`config.mk`:
```
export PLATFORM = sky130hd
export DESIGN_NAME = pixel_hit_cluster_encoder_flat
export DESIGN_NICKNAME = d
export VERILOG_FILES = /design/src/rtl/phce_pkg.sv /design/src/rtl/phce_req_if.sv /design/src/rtl/phce_word_if.sv /design/src/rtl/phce_cfg_if.sv /design/src/rtl/phce_in_reg.sv /design/src/rtl/phce_cluster.sv /design/src/rtl/pixel_hit_cluster_encoder.sv /design/src/flat_wrapper.sv
export SDC_FILE = /design/constraint.sdc
export NUM_CORES = 1
export LEC_CHECK = 0
export BUFFER_PORTS_ARGS = -buffer_cell sky130_fd_sc_hd__clkbuf_2
export CAP_MARGIN = 20
export CELL_PAD_IN_SITES_DETAIL_PLACEMENT = 0
export CELL_PAD_IN_SITES_GLOBAL_PLACEMENT = 2
export CORE_ASPECT_RATIO = 1.1
export CORE_MARGIN = 4
export CORE_UTILIZATION = 40
export DETAILED_ROUTE_END_ITERATION = 7
export PLACE_DENSITY_LB_ADDON = 0.1
export SETUP_SLACK_MARGIN = 0.15
export SLEW_MARGIN = 20
export SYNTH_ARGS = -nofsm -noshare
export SYNTH_HDL_FRONTEND = slang
export SYNTH_SLANG_ARGS = --single-unit
```
`constraint.sdc`:
```
create_clock -name clk -period 8.2 [get_ports clk]
set_input_delay 0.82 -clock clk [delete_from_list [all_inputs] [get_ports clk]]
set_output_delay 0.82 -clock clk [all_outputs]
set_load 0.01 [all_outputs]
```
`src/rtl/phce_pkg.sv`:
```
// Package for the pixel hit cluster encoder.
// Holds request codes, field widths, range limits and the stage types.
// No dependencies.
package phce_pkg;

	localparam int unsigned REQ_W    = 2;
	localparam int unsigned ENC_W    = 4;
	localparam int unsigned ADDR_W   = 10;
	localparam int unsigned WMAP_W   = 7;

	localparam int unsigned ENCODERS_PER_REGION = 16;
	localparam int unsigned PIXELS_PER_ENCODER  = 1024;

	typedef logic [REQ_W-1:0]  req_code_t;
	typedef logic [ENC_W-1:0]  enc_t;
	typedef logic [ADDR_W-1:0] addr_t;
	typedef logic [WMAP_W-1:0] wmap_t;

	localparam req_code_t REQ_HIT   = 2'd0;
	localparam req_code_t REQ_END   = 2'd1;
	localparam req_code_t REQ_ABORT = 2'd2;

	typedef struct packed {
		req_code_t req_type;
		enc_t      hit_encoder;
		addr_t     hit_address;
	} item_t;

	typedef struct packed {
		logic  valid;
		item_t item;
	} stage_t;

endpackage

```
`src/rtl/phce_req_if.sv`:
```
// Request channel of the pixel hit cluster encoder: hit, end of region or abort.
// Depends on phce_pkg.
interface phce_req_if;
	logic               valid;
	logic               ready;
	phce_pkg::req_code_t req_type;
	phce_pkg::enc_t      hit_encoder;
	phce_pkg::addr_t     hit_address;

	modport source (output valid, req_type, hit_encoder, hit_address, input ready);
	modport sink   (input valid, req_type, hit_encoder, hit_address, output ready);
endinterface

```
`src/rtl/phce_word_if.sv`:
```
// Data word channel of the pixel hit cluster encoder: short and long words.
// Depends on phce_pkg.
interface phce_word_if;
	logic            valid;
	logic            ready;
	logic            word_long;
	phce_pkg::enc_t  word_encoder;
	phce_pkg::addr_t word_base;
	phce_pkg::wmap_t word_map;

	modport source (output valid, word_long, word_encoder, word_base, word_map, input ready);
	modport sink   (input valid, word_long, word_encoder, word_base, word_map, output ready);
endinterface

```
`src/rtl/phce_cfg_if.sv`:
```
// Configuration write channel of the pixel hit cluster encoder.
// Carries the clustering register value. No dependencies.
interface phce_cfg_if;
	logic valid;
	logic ready;
	logic clustering;

	modport source (output valid, clustering, input ready);
	modport sink   (input valid, clustering, output ready);
endinterface

```
`src/rtl/phce_in_reg.sv`:
```
// Input register stage of the pixel hit cluster encoder.
// Depends on phce_pkg and phce_req_if.
module phce_in_reg (
	input  logic             clk,
	input  logic             arst_n,
	phce_req_if.sink         req,
	input  logic             advance,
	output phce_pkg::stage_t s1
);
	import phce_pkg::*;

	logic  valid_s1;
	item_t item_s1;

	assign req.ready = !valid_s1 || advance;

	always_ff @(posedge clk or negedge arst_n) begin
		if (!arst_n) begin
			valid_s1 <= 1'b0;
		end else if (req.ready) begin
			valid_s1 <= req.valid;
		end
	end

	always_ff @(posedge clk) begin
		if (req.valid && req.ready) begin
			item_s1 <= '{req_type: req.req_type, hit_encoder: req.hit_encoder,
				hit_address: req.hit_address};
		end
	end

	assign s1 = '{valid: valid_s1, item: item_s1};

endmodule

```
`src/rtl/phce_cluster.sv`:
```
// Cluster state, join decision and result register of the pixel hit cluster encoder.
// Depends on phce_pkg and phce_word_if.
module phce_cluster #(
	parameter int unsigned MAP_BITS = 7
) (
	input  logic             clk,
	input  logic             arst_n,
	input  phce_pkg::stage_t s1,
	input  logic             clustering,
	output logic             advance,
	phce_word_if.source      word
);
	import phce_pkg::*;

	localparam int unsigned DIFF_W = ADDR_W + 1;
	localparam int unsigned POS_W  = $clog2(MAP_BITS + 1);

	typedef logic [MAP_BITS-1:0] map_t;

	logic  cluster_open_q;
	enc_t  open_encoder_q;
	addr_t open_base_q;
	map_t  open_map_q;

	logic  word_valid_q;
	logic  word_long_q;
	enc_t  word_encoder_q;
	addr_t word_base_q;
	wmap_t word_map_q;

	logic               hit_ok;
	logic [DIFF_W-1:0]  diff;
	logic               joins;
	logic [POS_W-1:0]   pos;
	map_t               map_set;
	logic               open_n;
	enc_t               encoder_n;
	addr_t              base_n;
	map_t               map_n;
	logic               emit;
	logic               emit_long;
	enc_t               emit_encoder;
	addr_t              emit_base;
	map_t               emit_map;
	logic [WMAP_W+MAP_BITS-1:0] emit_map_ext;

	assign advance = !word_valid_q || word.ready;

	assign hit_ok = (32'(s1.item.hit_encoder) < ENCODERS_PER_REGION) &&
		(32'(s1.item.hit_address) < PIXELS_PER_ENCODER);
	assign diff = {1'b0, s1.item.hit_address} - {1'b0, open_base_q};
	assign joins = (s1.item.hit_encoder == open_encoder_q) &&
		(s1.item.hit_address > open_base_q) && (diff <= DIFF_W'(MAP_BITS));
	assign pos = POS_W'(diff - DIFF_W'(1));
	assign map_set = open_map_q | (map_t'(1) << pos);

	always_comb begin
		open_n       = cluster_open_q;
		encoder_n    = open_encoder_q;
		base_n       = open_base_q;
		map_n        = open_map_q;
		emit         = 1'b0;
		emit_long    = (open_map_q != '0);
		emit_encoder = open_encoder_q;
		emit_base    = open_base_q;
		emit_map     = open_map_q;
		unique case (s1.item.req_type)
			REQ_ABORT: begin
				open_n = 1'b0;
				map_n  = '0;
			end
			REQ_END: begin
				if (cluster_open_q) begin
					emit   = 1'b1;
					open_n = 1'b0;
					map_n  = '0;
				end
			end
			REQ_HIT: begin
				if (hit_ok) begin
					if (!clustering) begin
						emit         = 1'b1;
						emit_long    = 1'b0;
						emit_encoder = s1.item.hit_encoder;
						emit_base    = s1.item.hit_address;
						emit_map     = '0;
					end else if (cluster_open_q && joins) begin
						if (pos == POS_W'(MAP_BITS - 1)) begin
							emit      = 1'b1;
							emit_long = 1'b1;
							emit_map  = map_set;
							open_n    = 1'b0;
							map_n     = '0;
						end else begin
							map_n = map_set;
						end
					end else begin
						emit      = cluster_open_q;
						open_n    = 1'b1;
						encoder_n = s1.item.hit_encoder;
						base_n    = s1.item.hit_address;
						map_n     = '0;
					end
				end
			end
			default: begin
			end
		endcase
	end

	assign emit_map_ext = {WMAP_W'(0), emit_map};

	always_ff @(posedge clk or negedge arst_n) begin
		if (!arst_n) begin
			cluster_open_q <= 1'b0;
			open_encoder_q <= '0;
			open_base_q    <= '0;
			open_map_q     <= '0;
			word_valid_q   <= 1'b0;
		end else if (advance) begin
			word_valid_q <= s1.valid && emit;
			if (s1.valid) begin
				cluster_open_q <= open_n;
				open_encoder_q <= encoder_n;
				open_base_q    <= base_n;
				open_map_q     <= map_n;
			end
		end
	end

	always_ff @(posedge clk) begin
		if (advance && s1.valid && emit) begin
			word_long_q    <= emit_long;
			word_encoder_q <= emit_encoder;
			word_base_q    <= emit_base;
			word_map_q     <= emit_long ? emit_map_ext[WMAP_W-1:0] : '0;
		end
	end

	assign word.valid        = word_valid_q;
	assign word.word_long    = word_long_q;
	assign word.word_encoder = word_encoder_q;
	assign word.word_base    = word_base_q;
	assign word.word_map     = word_map_q;

endmodule

```
`src/rtl/pixel_hit_cluster_encoder.sv`:
```
// Pixel hit cluster encoder: packs a priority-encoded hit stream of one region
// into short and long data words. One request item is accepted per clock cycle
// while the word register is not held by word.ready; an item passes an input
// register and the cluster logic into the word register. The rate is set by the
// combinational join and hitmap update against the registered open cluster.
// clustering resets to 1; the user must write it only while the block is idle,
// as the block itself does not enforce this. Depends on phce_pkg, phce_req_if,
// phce_word_if, phce_cfg_if, phce_in_reg and phce_cluster.
module pixel_hit_cluster_encoder #(
	parameter int unsigned MAP_BITS = 7
) (
	input  logic        clk,
	input  logic        arst_n,
	phce_cfg_if.sink    cfg,
	phce_req_if.sink    req,
	phce_word_if.source word
);
	import phce_pkg::*;

	logic   clustering_q;
	logic   advance;
	stage_t s1;

	assign cfg.ready = 1'b1;

	always_ff @(posedge clk or negedge arst_n) begin
		if (!arst_n) begin
			clustering_q <= 1'b1;
		end else if (cfg.valid) begin
			clustering_q <= cfg.clustering;
		end
	end

	phce_in_reg u_in_reg (
		.clk     (clk),
		.arst_n  (arst_n),
		.req     (req),
		.advance (advance),
		.s1      (s1)
	);

	phce_cluster #(
		.MAP_BITS (MAP_BITS)
	) u_cluster (
		.clk        (clk),
		.arst_n     (arst_n),
		.s1         (s1),
		.clustering (clustering_q),
		.advance    (advance),
		.word       (word)
	);

endmodule
```
`src/flat_wrapper.sv`:
```
// flat-port wrapper written by rule: the top's interface ports become plain ports
module pixel_hit_cluster_encoder_flat import phce_pkg::*;
#(
	parameter int unsigned MAP_BITS = 7
)
  (clk, arst_n, cfg_valid, cfg_clustering, cfg_ready, req_valid, req_req_type, req_hit_encoder, req_hit_address, req_ready, word_valid, word_word_long, word_word_encoder, word_word_base, word_word_map, word_ready);
  phce_cfg_if cfg_i ();
  phce_req_if req_i ();
  phce_word_if word_i ();
  input  logic clk;
  input  logic arst_n;
  input wire logic [$bits(cfg_i.valid)-1:0] cfg_valid;
  input wire logic [$bits(cfg_i.clustering)-1:0] cfg_clustering;
  output wire logic [$bits(cfg_i.ready)-1:0] cfg_ready;
  input wire logic [$bits(req_i.valid)-1:0] req_valid;
  input wire logic [$bits(req_i.req_type)-1:0] req_req_type;
  input wire logic [$bits(req_i.hit_encoder)-1:0] req_hit_encoder;
  input wire logic [$bits(req_i.hit_address)-1:0] req_hit_address;
  output wire logic [$bits(req_i.ready)-1:0] req_ready;
  output wire logic [$bits(word_i.valid)-1:0] word_valid;
  output wire logic [$bits(word_i.word_long)-1:0] word_word_long;
  output wire logic [$bits(word_i.word_encoder)-1:0] word_word_encoder;
  output wire logic [$bits(word_i.word_base)-1:0] word_word_base;
  output wire logic [$bits(word_i.word_map)-1:0] word_word_map;
  input wire logic [$bits(word_i.ready)-1:0] word_ready;
  assign cfg_i.valid = cfg_valid;
  assign cfg_i.clustering = cfg_clustering;
  assign cfg_ready = cfg_i.ready;
  assign req_i.valid = req_valid;
  assign req_i.req_type = req_req_type;
  assign req_i.hit_encoder = req_hit_encoder;
  assign req_i.hit_address = req_hit_address;
  assign req_ready = req_i.ready;
  assign word_valid = word_i.valid;
  assign word_word_long = word_i.word_long;
  assign word_word_encoder = word_i.word_encoder;
  assign word_word_base = word_i.word_base;
  assign word_word_map = word_i.word_map;
  assign word_i.ready = word_ready;
  pixel_hit_cluster_encoder #(.MAP_BITS(MAP_BITS)) u_core (.clk(clk), .arst_n(arst_n), .cfg(cfg_i), .req(req_i), .word(word_i));
endmodule
```
==> results_dict.tcl, run 1 <==
set metrics [dict create \
    die_w_um 92.5 \
    placed_area_um2 3470 \
    fin_area_um2 3670 \
    antenna_found_initial 0 \
    critical_path_peak_fanout 14 \
    post-route-period-util_pct 43.1 \
    portBuffers 45 \
    worst_setup_path_start_kind "flop" \
    synth_seq_cells 63 \
    routed_wl_mm 6.70 \
    use_met3_pct 3.66 \
    ys_types 53 \
    drtPass1Iterations 4 \
    slew_viol_final 0 \
    post-place-ws_ns 4.68 \
    p_leak_nw 1.53 \
    cap_violations 0 \
    cts_setup_buffers 0 \
    grt_most_used_layer "met2" \
    drive_gt1_share_pct 26.2 \
    die_h_um 101 \
    netlist_top_cells_count "nand2_1 (41), edfxtp_1 (38), o21ai_0 (26)" \
    syn_avg_cell_area_um2 11.6 \
    antenna_left 0 \
    fin_skew_ns 0.0133 \
    met2_usage_pct 23.4 \
    die-area_um2 9330 \
    area_growth_pct 16.8 \
    start_util_pct 41.6 \
    timing.final.crit_period_ns 3.53 \
    r2r_cells 10 \
    hold-worst-slack_ns 0.507 \
    synth_edf_count 38 \
    overflow 0 \
    rrSetupSlack_ns 4.67 \
    rsz0062_at_grt "false" \
    core.rowCount 33 \
    cts_root_buf "clkbuf_8" \
    end_kind "flop" \
    grt_pass1_wl_mm 11.5 \
    h-tree-depth 3 \
    drt-vias-per-instance 5.01 \
    synth_top_area_share_pct 36.3 \
    worstPathRequired_ns 8.23 \
    clock-sinks 63 \
    synth_area_leaders "edfxtp_1 (36%), dfrtp_1 (19%), nand2_1 (4.9%)" \
    syn_area_um2 3140 \
    vias 2156 \
    final_nets 353 \
    p_per_area_nw_per_um2 260 \
    clk_latency_ns 0.34 \
    drcViolationCount 0 \
    regArea_um2 1770 \
    synth_nets 304 \
    status "complete, no violations" \
    cts_buffer_depth 2 \
    fillers 710 \
    drt_iter0_drc 117 \
    max_slew_margin_pct 45.9 \
    ys_seq_area_share_pct 56.3 \
    numCtsBuffers 9 \
    coreArea_um2 7560 \
    path_class "reg2reg" \
    gp_congestion 0.787 \
    fin_ws_ns 4.67 \
    clk_pin_slew_worst_paths_ns 0.07 \
    post_cts_resized 0 \
    setup_viol 0 \
    insertedDiodeCount 0 \
    yosys.cell_count.top_type "nand2_1" \
    grt_pass1_vias 2235 \
    ctsHoldBuffers 0 \
    synth_top_flop_cell "edfxtp_1" \
    synth_cells 271 \
    grtUsageTotal_pct 16.0 \
    synthArstFlopShare_pct 39.7 \
    finalHoldViolCount 0 \
    r2r_end "u_core.u_cluster.word.word_base[8]" \
    tightest_slew_ns 0.812 \
    grt_use_met1_pct 22.6 \
    power.total_uw 955 \
    tns_ns 0 \
    cts_tree "built" \
    multi_input_area_um2 1260 \
    crit_arrival_ns 3.56 \
    routedWlPerCell_um 15.6 \
    pin_count 47 \
    yosysWarnings 0 \
    timing.rr.start "u_core.u_cluster.open_base_q[0]" \
    grt_max_degree 27 \
    critPathCapture "u_core.u_cluster.word.word_base[8]" \
    worstSetupStartpoint "u_core.u_cluster.open_base_q[0]" \
    hp-class "in2async" \
    dp_hpwl_mm 4.67 \
    fmax_mhz 283 \
    ir_drop_mv 0.111 \
    yosysTopAreaCell "edfxtp_1" \
]
worst max-delay path, cell delays in order, from the launching register on:
cell,delay (ns)
dfrtp_1,0.39
ha_1,0.26
fa_1,0.49
nand2b_1,0.18
a21oi_2,0.19
xor2_1,0.17
a211oi_1,0.07
and4_1,0.31
and4b_1,0.30
o31ai_4,0.51
buf_4,0.34
per-layer routing:
| layer | up-vias | wire, um |
|---|---|---|
| li1 | 1081 | - |
| met1 | 1006 | 3360 |
| met2 | 67 | 2890 |
| met3 | 2 | 407 |
| met4 | 0 | 39 |
| met5 | - | 0 |
worst min-delay path by stage:
| stage | endpoint |
|---|---|
| after floorplan | u_core.u_cluster.open_base_q[2] |
| after global placement | u_core.u_cluster.open_base_q[2] |
| after detailed placement | u_core.u_cluster.open_base_q[2] |
| after CTS | u_core.u_cluster.open_base_q[2] |
| after global routing | u_core.u_cluster.open_base_q[8] |
| final | u_core.u_cluster.open_base_q[7] |
state kept, by name (all words and copies together) (netlist names):
register                            cells
u_core.clustering_q                     1
u_core.u_cluster.cluster_open_q         1
u_core.u_cluster.open_base_q           10
u_core.u_cluster.open_encoder_q         4
u_core.u_cluster.open_map_q             7
u_core.u_cluster.word.valid             1
u_core.u_cluster.word.word_base        10
u_core.u_cluster.word.word_encoder      4
u_core.u_cluster.word.word_long         1
u_core.u_cluster.word.word_map          7
u_core.u_in_reg.s1                     16
u_core.u_in_reg.valid_s1                1
cells in the final DEF (no fill, tap or decap), types with 3 or more instances in the layout:
cell      instances
o21ai_0          26
mux2_2            6
nor3_1            4
edfxtp_1         38
ha_1             10
clkbuf_2         45
nand3_1           8
mux2_4            8
nor4_1            3
nor2_1            4
and4_1            3
clkbuf_8         10
xor2_1            5
nand2_1          41
and2_1            7
dfrtp_1          24
clkinv_2          3
nand2b_1          6
a22oi_1           4
a21oi_1           6
inv_1            18
o21bai_1          3
stage by stage:
stage / utilization (%) / cells
finish: 48.6 / 430
global route: 48.6 / 430
CTS: 48.6 / 430
detailed placement: 45.9 / 414
global placement: 45.9 / 414
floorplan: - / 271
cell type report:
cell class | instances | area share [%]
inverter | 18 | 1.84
clock buffer | 10 | 3.75
multi-input combinational | 181 | 34.4
timing repair buffer | 47 | 6.55
clock inverter | 6 | 1.64
tap | 105 | 3.58
sequential | 63 | 48.2
cells by family (layout without fill, tap and decap cells):
kind of cell | Yosys count | in the layout | share of synthesized area [%]
simple gates | 86 | 86 | 13.8
flops | 63 | 63 | 56.3
compound gates | 59 | 59 | 12.1
buf+inv | 27 | 81 | 4.06
mux | 17 | 17 | 7.05
fa+ha+maj | 11 | 11 | 4.62
xor+xnor | 7 | 7 | 1.95
other cells | 1 | 1 | 0.119
report_power, final:
group          switching [mW]  total (mW)  internal (mW)
Sequential             0.0244       0.408          0.384
Clock                   0.122       0.268          0.147
Combinational           0.159       0.279          0.120
Total                   0.305       0.955          0.651
Note: power is estimated with default switching activity, not from simulation.
==> inputs of run 2 (changes only) <==
- CORE_UTILIZATION: 40 -> 34
- clock period: 8.2 -> 3.15 ns (I/O delays scaled with it)
==> run 2 against run 1 <==
Utilization is 4.7 points lower. Combinational power grew to 3.1 times the previous value. Cell count is 7.2% higher. Register-to-register slack worse by 4.3 ns. Routed wire length is 5.1% higher. Clock skew is 0.0040 ns lower. First-iteration DRC count is 15% lower. Design area is 6.6% higher. Setup slack worse by 4.3 ns. Worst hold slack worse by 0.49 ns. Non-clock buffer count is 22 higher. Via count is 3.9% higher. Critical endpoint is now u_core.u_cluster.word.word_base[3]. Largest power group unchanged.
==> results_dict.tcl, run 2 (synthesized netlist as in run 1, its figures left out) <==
set metrics [dict create \
    final_nets 375 \
    antenna_left 0 \
    placed_area_um2 3670 \
    drive_gt1_share_pct 31.4 \
    fin_area_um2 3910 \
    rrSetupSlack_ns 0.38 \
    crit_arrival_ns 2.82 \
    post_cts_resized 0 \
    worstSetupStartpoint "u_core.u_in_reg.s1[0]" \
    grtUsageTotal_pct 14.3 \
    grt_pass1_wl_mm 11.7 \
    drtPass1Iterations 4 \
    coreArea_um2 8920 \
    rsz0062_at_grt "false" \
    worst_setup_path_start_kind "flop" \
    overflow 0 \
    area_growth_pct 24.5 \
    cts_buffer_depth 2 \
    final_cell_mix "clkbuf_2 (45), nand2_1 (41), edfxtp_1 (38)" \
    ir_drop_mv 0.224 \
    h-tree-depth 3 \
    drcViolationCount 0 \
    die-area_um2 10800 \
    r2r_end "u_core.u_cluster.word.word_base[3]" \
    grt_pass1_vias 2293 \
    tightest_slew_ns 0.856 \
    cts_root_buf "clkbuf_8" \
    numCtsBuffers 9 \
    timing.final.crit_period_ns 2.77 \
    fillers 892 \
    grt_max_degree 28 \
    dp_hpwl_mm 4.98 \
    fin_skew_ns 0.00931 \
    vias 2241 \
    cpPeakStageDelay_ns 0.35 \
    clk_latency_ns 0.35 \
    routed_wl_mm 7.04 \
    crit_chain "inv_1, ha_4, fa_2, nand2b_4, a21oi_4, a32o_1, o21ai_1, and4_1, and4b_1, o31ai_4, buf_4" \
    clock-sinks 63 \
    power.total_mw 2.71 \
    post-route-period-util_pct 88.0 \
    drt-vias-per-instance 4.86 \
    largest_reg_flops 16 \
    pin_count 47 \
    fmax_mhz 361 \
    critPathCapture "u_core.u_cluster.word.word_base[3]" \
    insertedDiodeCount 0 \
    p_per_area_nw_per_um2 693 \
    status "complete, no violations" \
    die_w_um 99.6 \
    finalHoldViolCount 0 \
    core.rowCount 36 \
    cap_violations 0 \
    timing.rr.start "u_core.u_in_reg.s1[0]" \
    cts_tree "built" \
    r2r_cells 11 \
    die_h_um 109 \
    routedWlPerCell_um 15.3 \
    drt_iter0_drc 100 \
    worstPathRequired_ns 3.20 \
    setup_viol 0 \
    max_slew_margin_pct 42.9 \
    layout_commonest_cell "clkbuf_2" \
    path_class "reg2reg" \
    gp_congestion 0.758 \
    clk_pin_slew_worst_paths_ns 0.08 \
    p_leak_nw 1.65 \
    critical_path_peak_fanout 8 \
    end_kind "flop" \
    crit_slowest_cell "edfxtp_1" \
    hp-class "in2async" \
    portBuffers 45 \
    slew_viol_final 0 \
    antenna_found_initial 0 \
    start_util_pct 35.2 \
]
## run 2: cell count changes in the layout (fill, tap and decap cells not counted), sizes merged
cell	change
clkinv	-1
buf	+22
bufinv	+1
## run 2: through the flow
stage / util (%) / setup slack (ns) / std cells / setup TNS, ns / hold slack (ns)
6_report: 43.8 / 0.378 / 461 / 0 / 0.0125
5_1_grt: 43.8 / 0.203 / 461 / 0 / 0.0537
2_1_floorplan: - / 0.0512 / 271 / 0 / 0.0194
4_1_cts: 43.8 / 0.369 / 461 / 0 / 0.0331
3_3_place_gp: 41.0 / -0.189 / 442 / -4.14 / 0.420
3_5_place_dp: 41.1 / 0.0121 / 443 / 0 / 0.414
## run 2: area by class of cell
type | instances | area (um2) | share of cell area (%)
sequential | 63 | 1770 | 45.2
timing repair buffer | 69 | 425 | 10.9
clock inverter | 6 | 85.1 | 2.18
multi-input combinational | 181 | 1290 | 33.1
inverter | 18 | 67.6 | 1.73
tap | 114 | 143 | 3.65
clock buffer | 10 | 128 | 3.26
## run 2: worst min path at each step
stage	start	to	slack, ns	depth (start not counted)
after floorplan	arst_n	u_core.u_cluster.cluster_open_q	0.02	0
after CTS	arst_n	u_core.u_cluster.open_map_q[1]	0.03	1
after global routing	arst_n	u_core.u_cluster.open_map_q[1]	0.05	1
final	arst_n	u_core.u_cluster.open_map_q[1]	0.01	1
after detailed placement	arst_n	u_core.u_cluster.open_map_q[1]	0.41	1
after global placement	arst_n	u_core.u_cluster.open_map_q[1]	0.42	1
## run 2: metal layers
layer,track usage (%),up-vias,part of all wire (%),wire (um)
met2,22.3,41,48,3380
li1,-,1118,-,-
met1,18.8,1073,46,3260
met4,5.85,0,1.8,126
met5,0,-,0,0
met3,3.77,9,3.9,273
## run 2: timing repair
| item | 4_1_cts | 5_1_grt |
|---|---|---|
| hold buffers | 0 | 0 |
| buffers inserted | 2 | 0 |
| setup endpoints to repair | 19 | 0 |
## run 2: worst max-delay path: cells and delay by family, from the launching register on
kind | cells | cell delay [ns]
flip-flops | 1 | 0.35
AO/OA/AOI/OAI | 4 | 0.65
buffers and inverters | 2 | 0.32
adder cells (fa/ha/maj) | 2 | 0.53
AND/OR/NAND/NOR | 3 | 0.62
## run 2: power breakdown
group | switching (mW) | internal, mW | total [mW]
Combinational | 0.447 | 0.430 | 0.876
Sequential | 0.0633 | 0.999 | 1.06
Clock | 0.329 | 0.443 | 0.772
